===== config.mk =====
export PLATFORM = sky130hd
export DESIGN_NAME = break_sync_frame_master_flat
export DESIGN_NICKNAME = d
export VERILOG_FILES = /design/src/sv/bsfm_pkg.sv /design/src/sv/bsfm_item_if.sv /design/src/sv/bsfm_res_if.sv /design/src/sv/bsfm_cfg_if.sv /design/src/sv/bsfm_in_stage.sv /design/src/sv/bsfm_tx_buf.sv /design/src/sv/bsfm_core.sv /design/src/sv/bsfm_out_stage.sv /design/src/sv/break_sync_frame_master.sv /design/src/flat_wrapper.sv
export SDC_FILE = /design/constraint.sdc
export NUM_CORES = 1
export LEC_CHECK = 0
export BUFFER_PORTS_ARGS = -buffer_cell sky130_fd_sc_hd__buf_4
export CAP_MARGIN = 40
export CORE_AREA = 2 2 149 151
export DETAILED_ROUTE_END_ITERATION = 6
export DIE_AREA = 0 0 151 153
export PLACE_DENSITY = 0.73
export SKIP_CTS_REPAIR_TIMING = 1
export SLEW_MARGIN = 20
export SYNTH_ARGS = -nofsm -noshare
export SYNTH_HDL_FRONTEND = slang
export SYNTH_SLANG_ARGS = --single-unit

===== constraint.sdc =====
create_clock -name clk_i -period 3.45 [get_ports clk_i]
set_clock_uncertainty 0.1 [all_clocks]
set_input_delay 0.5175 -clock clk_i [delete_from_list [all_inputs] [get_ports clk_i]]
set_output_delay 0.5175 -clock clk_i [all_outputs]
set_load 0.02 [all_outputs]

===== src/sv/bsfm_pkg.sv =====
`timescale 1ns / 1ps
// ----------------------------------------------------------------------------
// bsfm_pkg - shared types and constants of the break/sync frame master
// Item and result layouts, opcode and phase codes, register indexes and
// reset values used by every file of the block.
// ----------------------------------------------------------------------------
package bsfm_pkg;

  localparam int unsigned MaxFrameDef = 16;

  localparam int unsigned OpW     = 3;
  localparam int unsigned ByteW   = 8;
  localparam int unsigned LoadIdxW = 4;
  localparam int unsigned LenW    = 5;
  localparam int unsigned TickW   = 16;
  localparam int unsigned CfgIdxW = 1;

  // Slots that the load index can reach
  localparam int unsigned LoadSlots = 2 ** LoadIdxW;

  localparam logic [ByteW-1:0] SyncByte       = 8'h55;
  localparam logic [TickW-1:0] BreakTicksRst  = 16'd677;
  localparam logic [TickW-1:0] TimeoutTicksRst = 16'd1250;
  localparam logic [TickW-1:0] TickMax        = '1;

  typedef enum logic [OpW-1:0] {
    OpStart   = 3'd0,
    OpTick    = 3'd1,
    OpTxReady = 3'd2,
    OpRxByte  = 3'd3,
    OpLoad    = 3'd4,
    OpReqAck  = 3'd5
  } op_e;

  typedef enum logic [1:0] {
    PhBreak = 2'd0,
    PhSync  = 2'd1,
    PhRecv  = 2'd2,
    PhIdle  = 2'd3
  } phase_e;

  typedef enum logic [CfgIdxW-1:0] {
    CfgBreakTicks   = 1'd0,
    CfgTimeoutTicks = 1'd1
  } cfg_idx_e;

  typedef struct packed {
    logic [OpW-1:0]      opcode;
    logic [ByteW-1:0]    data_byte;
    logic [LoadIdxW-1:0] load_index;
    logic [LenW-1:0]     tx_length;
    logic [LenW-1:0]     rx_length;
  } item_t;

  typedef struct packed {
    logic                line_high;
    logic                tx_valid;
    logic [ByteW-1:0]    tx_byte;
    logic                tx_stop;
    logic                rx_write;
    logic [LoadIdxW-1:0] rx_slot;
    logic [ByteW-1:0]    received_byte;
    logic                frame_done;
    logic [LenW-1:0]     frame_count;
    logic                request_valid;
    logic [1:0]          mode;
  } result_t;

  // Transmit buffer write request
  typedef struct packed {
    logic                en;
    logic [LoadIdxW-1:0] idx;
    logic [ByteW-1:0]    data;
  } buf_wr_t;

endpackage


===== src/sv/bsfm_item_if.sv =====
`timescale 1ns / 1ps
// ----------------------------------------------------------------------------
// bsfm_item_if - input item channel
// Valid/ready channel carrying one event item.
// ----------------------------------------------------------------------------
interface bsfm_item_if
  import bsfm_pkg::*;
();
  logic  valid;
  logic  ready;
  item_t payload;

  modport source (output valid, output payload, input ready);
  modport sink   (input valid, input payload, output ready);
endinterface


===== src/sv/bsfm_res_if.sv =====
`timescale 1ns / 1ps
// ----------------------------------------------------------------------------
// bsfm_res_if - result channel
// Valid/ready channel carrying one result item.
// ----------------------------------------------------------------------------
interface bsfm_res_if
  import bsfm_pkg::*;
();
  logic    valid;
  logic    ready;
  result_t payload;

  modport source (output valid, output payload, input ready);
  modport sink   (input valid, input payload, output ready);
endinterface


===== src/sv/bsfm_cfg_if.sv =====
`timescale 1ns / 1ps
// ----------------------------------------------------------------------------
// bsfm_cfg_if - configuration write channel
// Valid/ready channel carrying a register index and write data.
// ----------------------------------------------------------------------------
interface bsfm_cfg_if
  import bsfm_pkg::*;
();
  logic               valid;
  logic               ready;
  logic [CfgIdxW-1:0] index;
  logic [TickW-1:0]   data;

  modport source (output valid, output index, output data, input ready);
  modport sink   (input valid, input index, input data, output ready);
endinterface


===== src/sv/bsfm_in_stage.sv =====
`timescale 1ns / 1ps
// ----------------------------------------------------------------------------
// bsfm_in_stage - input register
// Capture one item and hold it until the core consumes it.
// ----------------------------------------------------------------------------
module bsfm_in_stage
  import bsfm_pkg::*;
(
  input  logic  clk_i,
  input  logic  rst_ni,
  input  logic  valid_i,
  output logic  ready_o,
  input  item_t item_i,
  input  logic  consume_i,
  output logic  valid_o,
  output item_t item_o
);

  logic  vld_q;
  item_t item_q;

  // Refill when empty or when the held item leaves this cycle
  assign ready_o = !vld_q || consume_i;
  assign valid_o = vld_q;
  assign item_o  = item_q;

  always_ff @(posedge clk_i or negedge rst_ni) begin
    if (!rst_ni) begin
      vld_q <= 1'b0;
    end else if (ready_o) begin
      vld_q <= valid_i;
    end
  end

  always_ff @(posedge clk_i) begin
    if (valid_i && ready_o) begin
      item_q <= item_i;
    end
  end

endmodule


===== src/sv/bsfm_tx_buf.sv =====
`timescale 1ns / 1ps
// ----------------------------------------------------------------------------
// bsfm_tx_buf - transmit byte buffer
// Small register file: one write port, one asynchronous read port.
// ----------------------------------------------------------------------------
module bsfm_tx_buf
  import bsfm_pkg::*;
#(
  parameter int unsigned MaxFrame = MaxFrameDef
) (
  input  logic             clk_i,
  input  buf_wr_t          wr_i,
  input  logic [LenW-1:0]  rd_idx_i,
  output logic [ByteW-1:0] rd_data_o
);

  localparam int unsigned BufDepth = (MaxFrame < LoadSlots) ? MaxFrame : LoadSlots;
  localparam int unsigned IdxW     = (BufDepth > 1) ? $clog2(BufDepth) : 1;

  logic [ByteW-1:0] mem_q [BufDepth];

  always_ff @(posedge clk_i) begin
    if (wr_i.en) begin
      mem_q[wr_i.idx[IdxW-1:0]] <= wr_i.data;
    end
  end

  assign rd_data_o = mem_q[rd_idx_i[IdxW-1:0]];

endmodule


===== src/sv/bsfm_core.sv =====
`timescale 1ns / 1ps
// ----------------------------------------------------------------------------
// bsfm_core - frame sequencing core
// Phase, timer, counters and request flag; decodes one item per cycle while
// fire_i is high, and forms its result.
// ----------------------------------------------------------------------------
module bsfm_core
  import bsfm_pkg::*;
#(
  parameter int unsigned MaxFrame = MaxFrameDef
) (
  input  logic               clk_i,
  input  logic               rst_ni,
  input  logic               fire_i,
  input  item_t              item_i,
  input  logic               cfg_we_i,
  input  logic [CfgIdxW-1:0] cfg_idx_i,
  input  logic [TickW-1:0]   cfg_data_i,
  input  logic [ByteW-1:0]   buf_rd_data_i,
  output logic [LenW-1:0]    buf_rd_idx_o,
  output buf_wr_t            buf_wr_o,
  output result_t            res_o
);

  localparam logic [8:0] MaxFrameW = 9'(MaxFrame);

  phase_e          phase_q, phase_d;
  logic [TickW-1:0] tick_q, tick_d;
  logic            run_q, run_d;
  logic            line_q, line_d;
  logic [LenW-1:0] send_idx_q, send_idx_d;
  logic [LenW-1:0] send_tot_q, send_tot_d;
  logic [LenW-1:0] recv_idx_q, recv_idx_d;
  logic [LenW-1:0] recv_tot_q, recv_tot_d;
  logic            pend_q, pend_d;
  logic [TickW-1:0] break_ticks_q, timeout_ticks_q;

  logic is_start, is_tick, is_txr, is_rx, is_load, is_ack;
  logic [TickW-1:0] tick_inc, limit;
  logic tick_hit, brk_done, tmo_end;
  logic tx_can, tx_send, tx_stop;
  logic sync_ok, sync_bad;
  logic rx_store, rx_end, req_cap, frame_end;
  logic [LenW-1:0] recv_next, count;

  function automatic logic [LenW-1:0] clamp_len(input logic [LenW-1:0] len);
    return ({4'd0, len} > MaxFrameW) ? LenW'(MaxFrame) : len;
  endfunction

  // Opcode decode; unused codes decode to nothing
  always_comb begin
    is_start = 1'b0;
    is_tick  = 1'b0;
    is_txr   = 1'b0;
    is_rx    = 1'b0;
    is_load  = 1'b0;
    is_ack   = 1'b0;
    if (fire_i) begin
      unique case (op_e'(item_i.opcode))
        OpStart:   is_start = 1'b1;
        OpTick:    is_tick  = 1'b1;
        OpTxReady: is_txr   = 1'b1;
        OpRxByte:  is_rx    = 1'b1;
        OpLoad:    is_load  = 1'b1;
        OpReqAck:  is_ack   = 1'b1;
        default:   ;
      endcase
    end
  end

  // Event conditions shared by next state and result
  always_comb begin
    limit     = (phase_q == PhBreak) ? break_ticks_q : timeout_ticks_q;
    tick_inc  = (tick_q == TickMax) ? tick_q : tick_q + 1'b1;
    tick_hit  = is_tick && run_q && (tick_inc >= limit);
    brk_done  = tick_hit && (phase_q == PhBreak);
    tmo_end   = tick_hit && (phase_q != PhBreak);
    tx_can    = (send_idx_q < send_tot_q) && ({4'd0, send_idx_q} < MaxFrameW);
    tx_send   = is_txr && (phase_q != PhBreak) && tx_can;
    tx_stop   = is_txr && (phase_q != PhBreak) && !tx_can;
    sync_ok   = is_rx && (phase_q == PhSync) && (item_i.data_byte == SyncByte);
    sync_bad  = is_rx && (phase_q == PhSync) && (item_i.data_byte != SyncByte);
    rx_store  = is_rx && (phase_q == PhRecv) && (recv_idx_q < recv_tot_q);
    recv_next = rx_store ? recv_idx_q + 1'b1 : recv_idx_q;
    rx_end    = is_rx && (phase_q == PhRecv) && (recv_next >= recv_tot_q);
    req_cap   = is_rx && (phase_q == PhIdle) && !pend_q;
    frame_end = tmo_end || sync_bad || rx_end;
    count     = sync_bad ? '0 : recv_next;
  end

  // Next state
  always_comb begin
    phase_d    = phase_q;
    tick_d     = tick_q;
    run_d      = run_q;
    line_d     = line_q;
    send_idx_d = send_idx_q;
    send_tot_d = send_tot_q;
    recv_idx_d = recv_idx_q;
    recv_tot_d = recv_tot_q;
    pend_d     = pend_q;

    if (is_start) begin
      phase_d    = PhBreak;
      tick_d     = '0;
      run_d      = 1'b1;
      line_d     = 1'b0;
      send_idx_d = '0;
      recv_idx_d = '0;
      send_tot_d = clamp_len(item_i.tx_length);
      recv_tot_d = clamp_len(item_i.rx_length);
    end
    if (is_tick && run_q) begin
      tick_d = tick_inc;
    end
    if (brk_done) begin
      line_d  = 1'b1;
      tick_d  = '0;
      phase_d = PhSync;
    end
    if (tx_send) begin
      send_idx_d = send_idx_q + 1'b1;
    end
    if (sync_ok) begin
      phase_d = PhRecv;
    end
    if (is_rx && (phase_q == PhRecv)) begin
      tick_d     = '0;
      recv_idx_d = recv_next;
    end
    if (frame_end) begin
      run_d   = 1'b0;
      phase_d = PhIdle;
    end
    if (req_cap) begin
      pend_d = 1'b1;
    end
    if (is_ack) begin
      pend_d = 1'b0;
    end
  end

  // Result of the current item
  always_comb begin
    res_o               = '0;
    res_o.line_high     = line_d;
    res_o.mode          = phase_d;
    res_o.tx_valid      = brk_done || tx_send;
    res_o.tx_stop       = tx_stop;
    if (brk_done) begin
      res_o.tx_byte = SyncByte;
    end else if (tx_send) begin
      res_o.tx_byte = buf_rd_data_i;
    end
    res_o.rx_write      = rx_store;
    res_o.rx_slot       = rx_store ? recv_idx_q[LoadIdxW-1:0] : '0;
    res_o.received_byte = (rx_store || req_cap) ? item_i.data_byte : '0;
    res_o.frame_done    = frame_end;
    res_o.frame_count   = frame_end ? count : '0;
    res_o.request_valid = req_cap;
  end

  assign buf_rd_idx_o = send_idx_q;
  assign buf_wr_o.en   = is_load && ({5'd0, item_i.load_index} < MaxFrameW);
  assign buf_wr_o.idx  = item_i.load_index;
  assign buf_wr_o.data = item_i.data_byte;

  always_ff @(posedge clk_i or negedge rst_ni) begin
    if (!rst_ni) begin
      phase_q    <= PhIdle;
      tick_q     <= '0;
      run_q      <= 1'b0;
      line_q     <= 1'b1;
      send_idx_q <= '0;
      send_tot_q <= '0;
      recv_idx_q <= '0;
      recv_tot_q <= '0;
      pend_q     <= 1'b0;
    end else begin
      phase_q    <= phase_d;
      tick_q     <= tick_d;
      run_q      <= run_d;
      line_q     <= line_d;
      send_idx_q <= send_idx_d;
      send_tot_q <= send_tot_d;
      recv_idx_q <= recv_idx_d;
      recv_tot_q <= recv_tot_d;
      pend_q     <= pend_d;
    end
  end

  always_ff @(posedge clk_i or negedge rst_ni) begin
    if (!rst_ni) begin
      break_ticks_q   <= BreakTicksRst;
      timeout_ticks_q <= TimeoutTicksRst;
    end else if (cfg_we_i) begin
      unique case (cfg_idx_e'(cfg_idx_i))
        CfgBreakTicks:   break_ticks_q   <= cfg_data_i;
        CfgTimeoutTicks: timeout_ticks_q <= cfg_data_i;
        default:         ;
      endcase
    end
  end

endmodule


===== src/sv/bsfm_out_stage.sv =====
`timescale 1ns / 1ps
// ----------------------------------------------------------------------------
// bsfm_out_stage - result register
// Hold one result until the sink takes it; report when a new one fits.
// ----------------------------------------------------------------------------
module bsfm_out_stage
  import bsfm_pkg::*;
(
  input  logic    clk_i,
  input  logic    rst_ni,
  input  logic    load_i,
  input  result_t res_i,
  output logic    space_o,
  output logic    valid_o,
  input  logic    ready_i,
  output result_t res_o
);

  logic    vld_q;
  result_t res_q;

  assign space_o = !vld_q || ready_i;
  assign valid_o = vld_q;
  assign res_o   = res_q;

  always_ff @(posedge clk_i or negedge rst_ni) begin
    if (!rst_ni) begin
      vld_q <= 1'b0;
    end else if (space_o) begin
      vld_q <= load_i;
    end
  end

  always_ff @(posedge clk_i) begin
    if (load_i) begin
      res_q <= res_i;
    end
  end

endmodule


===== src/sv/break_sync_frame_master.sv =====
`timescale 1ns / 1ps
// ----------------------------------------------------------------------------
// break_sync_frame_master - single-wire bus frame master
// Break, sync and response sequencing for one bus frame, driven by events.
// ----------------------------------------------------------------------------
// Every event request (start, tick, transmit ready, received byte, buffer
// load, request acknowledge) returns exactly one result request, in order.
// The block takes one event per clock cycle while results are taken. An
// event is captured in the input register at its accepting edge. Once the
// result register has space it is decoded and applied to the frame state,
// and its result is loaded into the result register at that edge. The result
// register lets intake go on while a result waits; only a stalled result
// with a full input register holds off new events. Configuration (break
// length, response timeout) is written through its own port, always ready,
// and should be changed only while no event is in flight. The transmit
// buffer holds up to sixteen bytes and is not cleared at reset: send only
// slots that were loaded.
// ----------------------------------------------------------------------------
module break_sync_frame_master
  import bsfm_pkg::*;
#(
  parameter int unsigned MaxFrame = MaxFrameDef
) (
  input  logic         clk_i,
  input  logic         rst_ni,
  bsfm_item_if.sink    in_i,
  bsfm_res_if.source   res_o,
  bsfm_cfg_if.sink     cfg_i
);

  item_t            item;
  logic             item_vld;
  logic             space;
  logic             fire;
  result_t          res_d;
  buf_wr_t          buf_wr;
  logic [LenW-1:0]  buf_rd_idx;
  logic [ByteW-1:0] buf_rd_data;

  // Advance the held event when the result register can take its result
  assign fire = item_vld && space;

  // Registers take writes in any cycle
  assign cfg_i.ready = 1'b1;

  bsfm_in_stage u_in_stage (
    .clk_i     (clk_i),
    .rst_ni    (rst_ni),
    .valid_i   (in_i.valid),
    .ready_o   (in_i.ready),
    .item_i    (in_i.payload),
    .consume_i (fire),
    .valid_o   (item_vld),
    .item_o    (item)
  );

  // Transmit bytes loaded by the host, read at the send index
  bsfm_tx_buf #(
    .MaxFrame (MaxFrame)
  ) u_tx_buf (
    .clk_i     (clk_i),
    .wr_i      (buf_wr),
    .rd_idx_i  (buf_rd_idx),
    .rd_data_o (buf_rd_data)
  );

  // Phase, timer and counters; forms the result of the held event
  bsfm_core #(
    .MaxFrame (MaxFrame)
  ) u_core (
    .clk_i         (clk_i),
    .rst_ni        (rst_ni),
    .fire_i        (fire),
    .item_i        (item),
    .cfg_we_i      (cfg_i.valid),
    .cfg_idx_i     (cfg_i.index),
    .cfg_data_i    (cfg_i.data),
    .buf_rd_data_i (buf_rd_data),
    .buf_rd_idx_o  (buf_rd_idx),
    .buf_wr_o      (buf_wr),
    .res_o         (res_d)
  );

  // Hold the result until the sink takes it
  bsfm_out_stage u_out_stage (
    .clk_i   (clk_i),
    .rst_ni  (rst_ni),
    .load_i  (fire),
    .res_i   (res_d),
    .space_o (space),
    .valid_o (res_o.valid),
    .ready_i (res_o.ready),
    .res_o   (res_o.payload)
  );

endmodule


===== src/flat_wrapper.sv =====
// flat-port wrapper written by rule: the top's interface ports become plain ports
module break_sync_frame_master_flat import bsfm_pkg::*;
#(
  parameter int unsigned MaxFrame = MaxFrameDef
)
  (clk_i, rst_ni, in_i_valid, in_i_payload, in_i_ready, res_o_valid, res_o_payload, res_o_ready, cfg_i_valid, cfg_i_index, cfg_i_data, cfg_i_ready);
  bsfm_item_if in_i_i ();
  bsfm_res_if res_o_i ();
  bsfm_cfg_if cfg_i_i ();
  input  logic clk_i;
  input  logic rst_ni;
  input wire logic [$bits(in_i_i.valid)-1:0] in_i_valid;
  input wire logic [$bits(in_i_i.payload)-1:0] in_i_payload;
  output wire logic [$bits(in_i_i.ready)-1:0] in_i_ready;
  output wire logic [$bits(res_o_i.valid)-1:0] res_o_valid;
  output wire logic [$bits(res_o_i.payload)-1:0] res_o_payload;
  input wire logic [$bits(res_o_i.ready)-1:0] res_o_ready;
  input wire logic [$bits(cfg_i_i.valid)-1:0] cfg_i_valid;
  input wire logic [$bits(cfg_i_i.index)-1:0] cfg_i_index;
  input wire logic [$bits(cfg_i_i.data)-1:0] cfg_i_data;
  output wire logic [$bits(cfg_i_i.ready)-1:0] cfg_i_ready;
  assign in_i_i.valid = in_i_valid;
  assign in_i_i.payload = in_i_payload;
  assign in_i_ready = in_i_i.ready;
  assign res_o_valid = res_o_i.valid;
  assign res_o_payload = res_o_i.payload;
  assign res_o_i.ready = res_o_ready;
  assign cfg_i_i.valid = cfg_i_valid;
  assign cfg_i_i.index = cfg_i_index;
  assign cfg_i_i.data = cfg_i_data;
  assign cfg_i_ready = cfg_i_i.ready;
  break_sync_frame_master #(.MaxFrame(MaxFrame)) u_core (.clk_i(clk_i), .rst_ni(rst_ni), .in_i(in_i_i), .res_o(res_o_i), .cfg_i(cfg_i_i));
endmodule

==> report_table.html, run 1 <==
<table>
<tr><th>Metric</th><th>Value</th></tr>
<tr><th colspan="2">Run status</th></tr>
<tr><td>Status</td><td>finished with violations</td></tr>
<tr><td>Violated checks</td><td>negative setup slack</td></tr>
<tr><th colspan="2">Finish</th></tr>
<tr><td>Layout Utilization</td><td>~66%</td></tr>
<tr><td>Share of cells above drive strength 1</td><td>38.12%</td></tr>
<tr><td>Layout fillers</td><td>about 1,500</td></tr>
<tr><td>Final design instance area without fill</td><td>~14,000 sq um</td></tr>
<tr><td>Number of nets at the end of the flow</td><td>985</td></tr>
<tr><td>Antenna diode instance count</td><td>0</td></tr>
<tr><td>Area Overhead vs Synth</td><td>23.39%</td></tr>
<tr><td>Most used cells in the layout excluding fill and tap cells</td><td>sky130_fd_sc_hd__edfxtp_1, sky130_fd_sc_hd__buf_4, sky130_fd_sc_hd__dfrtp_1</td></tr>
<tr><td>Most common library cell in the layout ignoring fill and taps</td><td>sky130_fd_sc_hd__edfxtp_1</td></tr>
<tr><th colspan="2">Synthesis</th></tr>
<tr><td>Predominant post-synthesis flop cell</td><td>sky130_fd_sc_hd__edfxtp_1</td></tr>
<tr><td>Sequential cell area fraction in the yosys report</td><td>~65%</td></tr>
<tr><td>Distinct cells, synth</td><td>between 60 and 70</td></tr>
<tr><td>Netlist area before placement</td><td>~11,000 sq um</td></tr>
<tr><td>Average size of a mapped cell</td><td>~15 sq um</td></tr>
<tr><td>Yosys warnings</td><td>0</td></tr>
<tr><td>Count of flip-flops with a built-in enable after synthesis</td><td>approximately 190</td></tr>
<tr><td>Gate count of the mapped netlist</td><td>742</td></tr>
<tr><td>Fraction of synthesis flops using an asynchronous set or reset pin</td><td>28.74%</td></tr>
<tr><td>Total of flip-flops plus latches after synthesis</td><td>261</td></tr>
<tr><td>Nets in the synthesized netlist</td><td>about 820</td></tr>
<tr><th colspan="2">Power and ir drop</th></tr>
<tr><td>Static power due to leakage</td><td>between 5 and 6 nW</td></tr>
<tr><td>Power density of the placed cells</td><td>between 500 and 600 nW/um^2</td></tr>
<tr><td>Peak supply drop</td><td>between 0.4 and 0.5 mV</td></tr>
<tr><td>Power Total</td><td>approximately 7.5 mW</td></tr>
<tr><th colspan="2">Clocking</th></tr>
<tr><td># H-tree levels</td><td>1</td></tr>
<tr><td>Number of buffers inserted during clock tree synthesis</td><td>27</td></tr>
<tr><td>Max clock buf depth</td><td>3</td></tr>
<tr><td>Clock root cell</td><td>sky130_fd_sc_hd__clkbuf_16</td></tr>
<tr><td>Clock latency at the later pin of the worst-skew pair</td><td>between 0.5 and 0.6 ns</td></tr>
<tr><td>Number of clock sinks seen by CTS</td><td>261</td></tr>
<tr><td>CTS tree</td><td>yes</td></tr>
<tr><td>Clock input transition at the sequential cells of the worst setup and hold paths</td><td>~0.060 ns</td></tr>
<tr><th colspan="2">Critical path</th></tr>
<tr><td>Worst path arrival time</td><td>between 3 and 4 ns</td></tr>
<tr><td>Critical path type</td><td>reg2reg</td></tr>
<tr><td>Biggest fanout along the worst timing path</td><td>5</td></tr>
<tr><td>Reg-to-reg startpoint</td><td>u_core.u_core.tick_q[1]</td></tr>
<tr><td>Crit path required time</td><td>between 3 and 4 ns</td></tr>
<tr><td>Kind of end point of the critical path</td><td>flip-flop</td></tr>
<tr><td>Worst setup path startpoint</td><td>u_core.u_core.tick_q[1]</td></tr>
<tr><td>Number of cell instances on the worst register-to-register path</td><td>15</td></tr>
<tr><td>Kind of launch point of the worst setup path</td><td>flip-flop</td></tr>
<tr><th colspan="2">Worst hold path</th></tr>
<tr><td>Number of cells traversed by the worst hold path</td><td>1</td></tr>
<tr><td>Startpoint of the worst hold path</td><td>in_i_payload[0]</td></tr>
<tr><td>Hold/Removal Path Class</td><td>in2reg</td></tr>
<tr><th colspan="2">GRT</th></tr>
<tr><td>Sum of overflow across all layers after global routing</td><td>0</td></tr>
<tr><td>Via count of the first global-routing pass</td><td>~7,400</td></tr>
<tr><td>Global-route usage over all layers</td><td>21.56%</td></tr>
<tr><td>Initial antenna violation count</td><td>0</td></tr>
<tr><td>Global-route wire length before repair</td><td>roughly 39,000 um</td></tr>
<tr><td>Pin count of the biggest net entering global routing</td><td>44</td></tr>
<tr><th colspan="2">Floorplanning</th></tr>
<tr><td>Number of standard-cell rows in the floorplan</td><td>between 50 and 60</td></tr>
<tr><td>Initial standard-cell utilization of the core</td><td>between 50% and 60%</td></tr>
<tr><td>Number of ports placed on the die boundary</td><td>83</td></tr>
<tr><td>Die X</td><td>roughly 150 um</td></tr>
<tr><td>Core area</td><td>roughly 21,000 sq um</td></tr>
<tr><td>Die Outline Area</td><td>23,100 sq um</td></tr>
<tr><td>Die H</td><td>153 um</td></tr>
<tr><th colspan="2">STA</th></tr>
<tr><td>Final worst hold slack</td><td>between 0.03 and 0.04 ns</td></tr>
<tr><td>Final setup viols</td><td>15</td></tr>
<tr><td>Worst rel slew slack</td><td>45.96%</td></tr>
<tr><td>Tightest Pin Transition</td><td>a little over 0.8 ns</td></tr>
<tr><td>Tmin final</td><td>between 3 and 4 ns</td></tr>
<tr><td>Final critical-path setup slack</td><td>-0.1200 ns</td></tr>
<tr><td>Max Freq</td><td>around 0.28 GHz</td></tr>
<tr><td>Hold Fails Final Rpt</td><td>0</td></tr>
<tr><td>Max-slew violation count</td><td>0</td></tr>
<tr><td>Final critical-path share of the clock period</td><td>103.5%</td></tr>
<tr><td>RSZ-0062 raised after global routing</td><td>yes</td></tr>
<tr><th colspan="2">Placed design</th></tr>
<tr><td>Post-Place Cell Area</td><td>12,950 sq um</td></tr>
<tr><td>Global placement routability congestion</td><td>about 0.96</td></tr>
<tr><td>Number of buffers inserted by port buffering</td><td>81</td></tr>
<tr><td>Detailed placement HPWL</td><td>between 15,000 and 20,000 um</td></tr>
<tr><th colspan="2">Detailed routing</th></tr>
<tr><td>Number of detailed-route iterations in the first pass</td><td>5</td></tr>
<tr><td>Count of antenna-violating nets left after detailed routing</td><td>0</td></tr>
<tr><td>Iter 0 DRT Violations</td><td>about 460</td></tr>
<tr><td>Final Routed Wirelength</td><td>24,640 um</td></tr>
<tr><td>Post-detailed-route via-to-cell ratio</td><td>~5.8</td></tr>
<tr><td>DRC Markers</td><td>0</td></tr>
<tr><td>Avg WL per Cell</td><td>slightly above 20 um</td></tr>
<tr><td>Number of vias after detailed routing</td><td>between 6,000 and 7,000</td></tr>
<tr><th colspan="2">Flow run</th></tr>
<tr><td>Count of maximum capacitance violations</td><td>0</td></tr>
</table>
==> path summary, 6_finish.rpt <==
path / endpoint / slack [ns]
setup / recovery: u_core.u_out_stage.res_o[0] / -0.12
max in group asynchronous: u_core.u_core.line_q / 2.23
setup reg to reg: u_core.u_out_stage.res_o[0] / -0.12
hold reg to reg: u_core.u_core.send_tot_q[0] / 0.38
hold / removal: u_core.u_in_stage.item_o[0] / 0.04
min in group asynchronous: u_core.u_out_stage.valid_o / 0.37
==> critical path, cell delays in order (launching register included) <==
cell                        delay, ns
sky130_fd_sc_hd__dfrtp_2         0.39
sky130_fd_sc_hd__ha_4            0.16
sky130_fd_sc_hd__nand4_4         0.12
sky130_fd_sc_hd__or4_4           0.58
sky130_fd_sc_hd__o21bai_4        0.21
sky130_fd_sc_hd__nor2_2          0.07
sky130_fd_sc_hd__xor2_1          0.14
sky130_fd_sc_hd__ha_1            0.32
sky130_fd_sc_hd__a21oi_2         0.14
sky130_fd_sc_hd__nor3_1          0.07
sky130_fd_sc_hd__nor4_2          0.27
sky130_fd_sc_hd__buf_4           0.17
sky130_fd_sc_hd__nand2_2         0.06
sky130_fd_sc_hd__buf_6           0.15
sky130_fd_sc_hd__a2bb2oi_4       0.19
sky130_fd_sc_hd__o211ai_1        0.16
==> cell type report <==
class	count	area [sq um]	share of cell area (%)
Clock buffer	28	679.4	4.821
Timing Repair Buffer	166	1301	9.234
Clock inverter	21	255.2	1.811
Multi-Input combinational cell	435	3968	28.15
Sequential cell	261	7482	53.09
Tap cell	280	350.3	2.486
Inverter	15	56.30	0.3995
==> cells in the mapped netlist (3+ instances only) <==
cell type | number | area share, %
sky130_fd_sc_hd__or3_1 | 3 | 0.16
sky130_fd_sc_hd__and2_1 | 8 | 0.44
sky130_fd_sc_hd__xnor2_1 | 9 | 0.69
sky130_fd_sc_hd__xor2_1 | 7 | 0.54
sky130_fd_sc_hd__dfrtp_1 | 62 | 14
sky130_fd_sc_hd__mux4_2 | 40 | 7.9
sky130_fd_sc_hd__buf_1 | 3 | 0.099
sky130_fd_sc_hd__inv_1 | 15 | 0.49
sky130_fd_sc_hd__clkbuf_1 | 17 | 0.56
sky130_fd_sc_hd__o21ai_0 | 26 | 1.1
sky130_fd_sc_hd__edfxtp_1 | 186 | 49
sky130_fd_sc_hd__mux2_2 | 38 | 3.7
sky130_fd_sc_hd__nor3_1 | 18 | 0.79
sky130_fd_sc_hd__mux2i_1 | 18 | 1.6
sky130_fd_sc_hd__a21o_1 | 7 | 0.46
sky130_fd_sc_hd__buf_2 | 6 | 0.26
sky130_fd_sc_hd__nand2_1 | 54 | 1.8
sky130_fd_sc_hd__a221oi_1 | 3 | 0.23
sky130_fd_sc_hd__dfstp_2 | 13 | 3.0
sky130_fd_sc_hd__nor4_1 | 3 | 0.16
sky130_fd_sc_hd__nor2b_1 | 19 | 1.0
sky130_fd_sc_hd__a22o_1 | 5 | 0.38
sky130_fd_sc_hd__nand3b_1 | 8 | 0.53
sky130_fd_sc_hd__ha_1 | 32 | 3.5
sky130_fd_sc_hd__nand4_1 | 8 | 0.44
sky130_fd_sc_hd__a21oi_1 | 19 | 0.83
sky130_fd_sc_hd__nor2_1 | 34 | 1.1
sky130_fd_sc_hd__nand2b_1 | 10 | 0.55
sky130_fd_sc_hd__nand3_1 | 19 | 0.83
sky130_fd_sc_hd__a311oi_1 | 3 | 0.23
sky130_fd_sc_hd__or4_1 | 3 | 0.20
sky130_fd_sc_hd__clkbuf_2 | 3 | 0.13
==> flip-flops by register name (all words and copies together), names as in the netlist <==
register / flops
u_core.u_tx_buf.mem_q: 128
u_core.u_out_stage.res_o: 33
u_core.u_in_stage.item_o: 25
u_core.u_core.break_ticks_q: 16
u_core.u_core.tick_q: 16
u_core.u_core.timeout_ticks_q: 16
u_core.u_core.buf_rd_idx_o: 5
u_core.u_core.recv_idx_q: 5
u_core.u_core.recv_tot_q: 5
u_core.u_core.send_tot_q: 5
u_core.u_core.phase_q: 2
u_core.u_core.line_q: 1
u_core.u_core.pend_q: 1
u_core.u_core.run_q: 1
u_core.u_in_stage.valid_o: 1
u_core.u_out_stage.valid_o: 1
==> per-layer routing <==
| layer | global-route usage, % | share of wire, % | vias to the layer above |
|---|---|---|---|
| met5 | 0 | 0 | - |
| met4 | 6.231 | 2.4 | 0 |
| met3 | 3.373 | 5.6 | 50 |
| met2 | 37.38 | 52 | 242 |
| met1 | 28.25 | 40 | 3498 |
| li1 | - | - | 3179 |
==> report_power, final <==
part	switching, mW	total (mW)	internal (mW)
Combinational	0.442	0.851	0.409
Sequential	0.0930	3.64	3.55
Clock	1.20	3.02	1.82
Total	1.74	7.51	5.77
==> cell families (layout without fill, tap and decap cells) <==
kind of cell    Yosys count  in the layout  share of synthesized area (%)
other cells               1              1                        0.03283
flops                   261            261                          65.48
buf+inv                  46            230                          1.731
compound gates           84             84                          5.116
mux                      96             96                          13.21
simple gates            206            206                          9.696
fa+ha+maj                32             32                          3.506
xor+xnor                 16             16                          1.227
==> per-stage QoR <==
stage	std cells	setup TNS [ns]	setup WS, ns
finish	1206	-1.088	-0.1200
global route	1206	-3.443	-0.2024
CTS	1201	-2.296	-0.1773
detailed placement	1152	-1.854	-0.1517
global placement	1150	-0.2566	-0.04383
floorplan	742	0	0.007715
(Power assumes the default switching activity.)
==> inputs of run 2 (changes only) <==
--- a/config.mk
+++ b/config.mk
@@ -7,10 +7,10 @@
 export LEC_CHECK = 0
 export BUFFER_PORTS_ARGS = -buffer_cell sky130_fd_sc_hd__buf_4
 export CAP_MARGIN = 40
-export CORE_AREA = 2 2 149 151
+export CORE_AREA = 2 2 217 219
 export DETAILED_ROUTE_END_ITERATION = 6
-export DIE_AREA = 0 0 151 153
-export PLACE_DENSITY = 0.73
+export DIE_AREA = 0 0 219 221
+export PLACE_DENSITY = 0.39
 export SKIP_CTS_REPAIR_TIMING = 1
 export SLEW_MARGIN = 20
 export SYNTH_ARGS = -nofsm -noshare
==> report_table.html, run 2 (same netlist as run 1, synthesis figures left out) <==
<table>
<tr><th>Metric</th><th>Value</th></tr>
<tr><th colspan="2">Finish</th></tr>
<tr><td>Number of flip-flops in the largest register</td><td>128 (unchanged)</td></tr>
<tr><td>Area Overhead vs Synth</td><td>31.58% (was 23.39%)</td></tr>
<tr><td>Share of cells above drive strength 1</td><td>38.10% (was 38.12%)</td></tr>
<tr><td>Most used cells in the layout excluding fill and tap cells</td><td>sky130_fd_sc_hd__edfxtp_1, sky130_fd_sc_hd__buf_4, sky130_fd_sc_hd__dfrtp_1 (unchanged)</td></tr>
<tr><td>Layout fillers</td><td>4,594 (was 1,482)</td></tr>
<tr><td>Antenna diode instance count</td><td>0 (unchanged)</td></tr>
<tr><td>Number of nets at the end of the flow</td><td>1,042 (was 985)</td></tr>
<tr><td>Final design instance area without fill</td><td>15,030 sq um (was 14,090 sq um)</td></tr>
<tr><td>Most common library cell in the layout ignoring fill and taps</td><td>sky130_fd_sc_hd__edfxtp_1 (unchanged)</td></tr>
<tr><th colspan="2">Floorplanning</th></tr>
<tr><td>Core area</td><td>46,060 sq um (was 21,490 sq um)</td></tr>
<tr><td>Initial standard-cell utilization of the core</td><td>24.79% (was 53.16%)</td></tr>
<tr><td>Die X</td><td>219 um (was 151 um)</td></tr>
<tr><td>Number of standard-cell rows in the floorplan</td><td>79 (was 54)</td></tr>
<tr><td>Number of ports placed on the die boundary</td><td>83 (unchanged)</td></tr>
<tr><td>Die Outline Area</td><td>48,400 sq um (was 23,100 sq um)</td></tr>
<tr><td>Die H</td><td>221 um (was 153 um)</td></tr>
<tr><th colspan="2">Placed design</th></tr>
<tr><td>Number of buffers inserted by port buffering</td><td>81 (unchanged)</td></tr>
<tr><td>Pre-CTS setup slack</td><td>-0.1700 ns (was -0.1517 ns)</td></tr>
<tr><td>Post-Place Cell Area</td><td>13,570 sq um (was 12,950 sq um)</td></tr>
<tr><td>Detailed placement HPWL</td><td>20,690 um (was 17,140 um)</td></tr>
<tr><td>Global placement routability congestion</td><td>0.7758 (was 0.9560)</td></tr>
<tr><th colspan="2">Power and ir drop</th></tr>
<tr><td>Power Total</td><td>7.779 mW (was 7.509 mW)</td></tr>
<tr><td>Static power due to leakage</td><td>5.792 nW (was 5.496 nW)</td></tr>
<tr><td>Power density of the placed cells</td><td>517.7 nW/um^2 (was 532.9 nW/um^2)</td></tr>
<tr><td>Peak supply drop</td><td>0.3866 mV (was 0.4657 mV)</td></tr>
<tr><th colspan="2">STA</th></tr>
<tr><td>Final worst hold slack</td><td>0.03972 ns (was 0.03958 ns)</td></tr>
<tr><td>Tmin final</td><td>3.532 ns (was 3.570 ns)</td></tr>
<tr><td>Final setup viols</td><td>13 (was 15)</td></tr>
<tr><td>Final critical-path setup slack</td><td>-0.08223 ns (was -0.1200 ns)</td></tr>
<tr><td>Final critical-path share of the clock period</td><td>102.4% (was 103.5%)</td></tr>
<tr><td>Hold Fails Final Rpt</td><td>0 (unchanged)</td></tr>
<tr><td>Worst rel slew slack</td><td>51.94% (was 45.96%)</td></tr>
<tr><td>Max-slew violation count</td><td>0 (unchanged)</td></tr>
<tr><td>Tightest Pin Transition</td><td>0.7193 ns (was 0.8077 ns)</td></tr>
<tr><td>RSZ-0062 raised after global routing</td><td>yes (unchanged)</td></tr>
<tr><td>Max Freq</td><td>0.2831 GHz (was 0.2801 GHz)</td></tr>
<tr><th colspan="2">Worst hold path</th></tr>
<tr><td>Hold/Removal Path Class</td><td>in2reg (unchanged)</td></tr>
<tr><td>Startpoint of the worst hold path</td><td>in_i_valid (was in_i_payload[0])</td></tr>
<tr><th colspan="2">GRT</th></tr>
<tr><td>Via count of the first global-routing pass</td><td>7,157 (was 7,401)</td></tr>
<tr><td>Global-route wire length before repair</td><td>44,890 um (was 38,740 um)</td></tr>
<tr><td>Global-route usage over all layers</td><td>12.28% (was 21.56%)</td></tr>
<tr><td>Sum of overflow across all layers after global routing</td><td>0 (unchanged)</td></tr>
<tr><td>Initial antenna violation count</td><td>0 (unchanged)</td></tr>
<tr><td>Pin count of the biggest net entering global routing</td><td>39 (was 44)</td></tr>
<tr><th colspan="2">Clocking</th></tr>
<tr><td>CTS tree</td><td>yes (unchanged)</td></tr>
<tr><td># H-tree levels</td><td>1 (unchanged)</td></tr>
<tr><td>Clock root cell</td><td>sky130_fd_sc_hd__clkbuf_16 (unchanged)</td></tr>
<tr><td>Max clock buf depth</td><td>3 (unchanged)</td></tr>
<tr><td>Clock latency at the later pin of the worst-skew pair</td><td>0.59 ns (was 0.55 ns)</td></tr>
<tr><td>Clock input transition at the sequential cells of the worst setup and hold paths</td><td>0.06 ns (about the same)</td></tr>
<tr><td>Number of buffers inserted during clock tree synthesis</td><td>31 (was 27)</td></tr>
<tr><td>Number of clock sinks seen by CTS</td><td>261 (unchanged)</td></tr>
<tr><th colspan="2">Critical path</th></tr>
<tr><td>Kind of end point of the critical path</td><td>flip-flop (unchanged)</td></tr>
<tr><td>Crit path required time</td><td>3.68 ns (was 3.62 ns)</td></tr>
<tr><td>Worst path arrival time</td><td>3.76 ns (was 3.74 ns)</td></tr>
<tr><td>Critical path type</td><td>reg2reg (unchanged)</td></tr>
<tr><td>Reg-to-reg startpoint</td><td>u_core.u_core.tick_q[1] (unchanged)</td></tr>
<tr><td>Worst setup path startpoint</td><td>u_core.u_core.tick_q[1] (unchanged)</td></tr>
<tr><td>Biggest fanout along the worst timing path</td><td>6 (was 5)</td></tr>
<tr><td>Kind of launch point of the worst setup path</td><td>flip-flop (unchanged)</td></tr>
<tr><th colspan="2">Run status</th></tr>
<tr><td>Violated checks</td><td>negative setup slack (unchanged)</td></tr>
<tr><td>Status</td><td>finished with violations (unchanged)</td></tr>
<tr><th colspan="2">Detailed routing</th></tr>
<tr><td>Number of detailed-route iterations in the first pass</td><td>4 (was 5)</td></tr>
<tr><td>Avg WL per Cell</td><td>18.52 um (was 20.43 um)</td></tr>
<tr><td>Final Routed Wirelength</td><td>29,520 um (was 24,640 um)</td></tr>
<tr><td>Iter 0 DRT Violations</td><td>288 (was 461)</td></tr>
<tr><td>Number of vias after detailed routing</td><td>6,957 (was 6,969)</td></tr>
<tr><td>Post-detailed-route via-to-cell ratio</td><td>4.364 (was 5.779)</td></tr>
<tr><td>Count of antenna-violating nets left after detailed routing</td><td>0 (unchanged)</td></tr>
<tr><td>DRC Markers</td><td>0 (unchanged)</td></tr>
<tr><th colspan="2">Flow run</th></tr>
<tr><td>Count of maximum capacitance violations</td><td>0 (unchanged)</td></tr>
</table>
==> run 2: stage by stage <==
stage                     utilization [%]  instances  TNS, ns
after floorplan                         -        742        0
after global placement              29.40       1502   -3.931
after detailed placement            29.46       1503   -1.984
after CTS                           31.65       1560   -2.431
after global routing                32.63       1594   -5.633
final                               32.63       1594  -0.6625
==> run 2: worst paths after layout <==
kind | endpoint | slack (ns) | cells after the start
max | u_core.u_out_stage.res_o[8] | -0.08 | 15
min | u_core.u_in_stage.valid_o | 0.04 | 2
max reg2reg | u_core.u_out_stage.res_o[8] | -0.08 | 15
min reg2reg | u_core.u_core.line_q | 0.37 | 2
max in group asynchronous | u_core.u_core.recv_tot_q[3] | 2.29 | 4
min in group asynchronous | u_core.u_core.break_ticks_q[8] | 0.28 | 2
==> run 2: final cells by class <==
type,instances,area (sq um),share of cell area (%)
Clock buffer,36,804.5,5.353
Clock inverter,21,202.7,1.349
Inverter,15,56.30,0.3747
Multi-Input combinational cell,435,3911,26.03
Sequential cell,261,7482,49.79
Tap cell,607,759.5,5.054
Timing Repair Buffer,219,1812,12.06
==> run 2: metal layers <==
metal	vias up	GRT usage (%)	routed length [um]
li1	3306	-	-
met3	36	2.241	1083
met4	0	2.877	646
met1	3502	16.31	13130
met2	113	20.70	14660
met5	-	0	0
==> run 2: critical path, stage by stage, from the launching register on <==
cell                        delay, ns
sky130_fd_sc_hd__dfrtp_2         0.38
sky130_fd_sc_hd__ha_4            0.15
sky130_fd_sc_hd__nand4_4         0.11
sky130_fd_sc_hd__nor4_2          0.33
sky130_fd_sc_hd__buf_4           0.17
sky130_fd_sc_hd__nand2b_1        0.08
sky130_fd_sc_hd__xnor2_1         0.20
sky130_fd_sc_hd__ha_1            0.26
sky130_fd_sc_hd__nand2b_1        0.16
sky130_fd_sc_hd__a2111o_1        0.44
sky130_fd_sc_hd__a32oi_1         0.26
sky130_fd_sc_hd__nand2_1         0.10
sky130_fd_sc_hd__buf_6           0.16
sky130_fd_sc_hd__a2bb2oi_4       0.21
sky130_fd_sc_hd__buf_12          0.14
sky130_fd_sc_hd__nand2_1         0.05
==> run 2: where the power goes <==
| group | switching (mW) | total [mW] | leakage, nW | internal (mW) |
|---|---|---|---|---|
| Sequential | 0.0872 | 3.63 | 2.64 | 3.55 |
| Combinational | 0.471 | 0.915 | 2.66 | 0.444 |
| Clock | 1.34 | 3.23 | 0.489 | 1.89 |
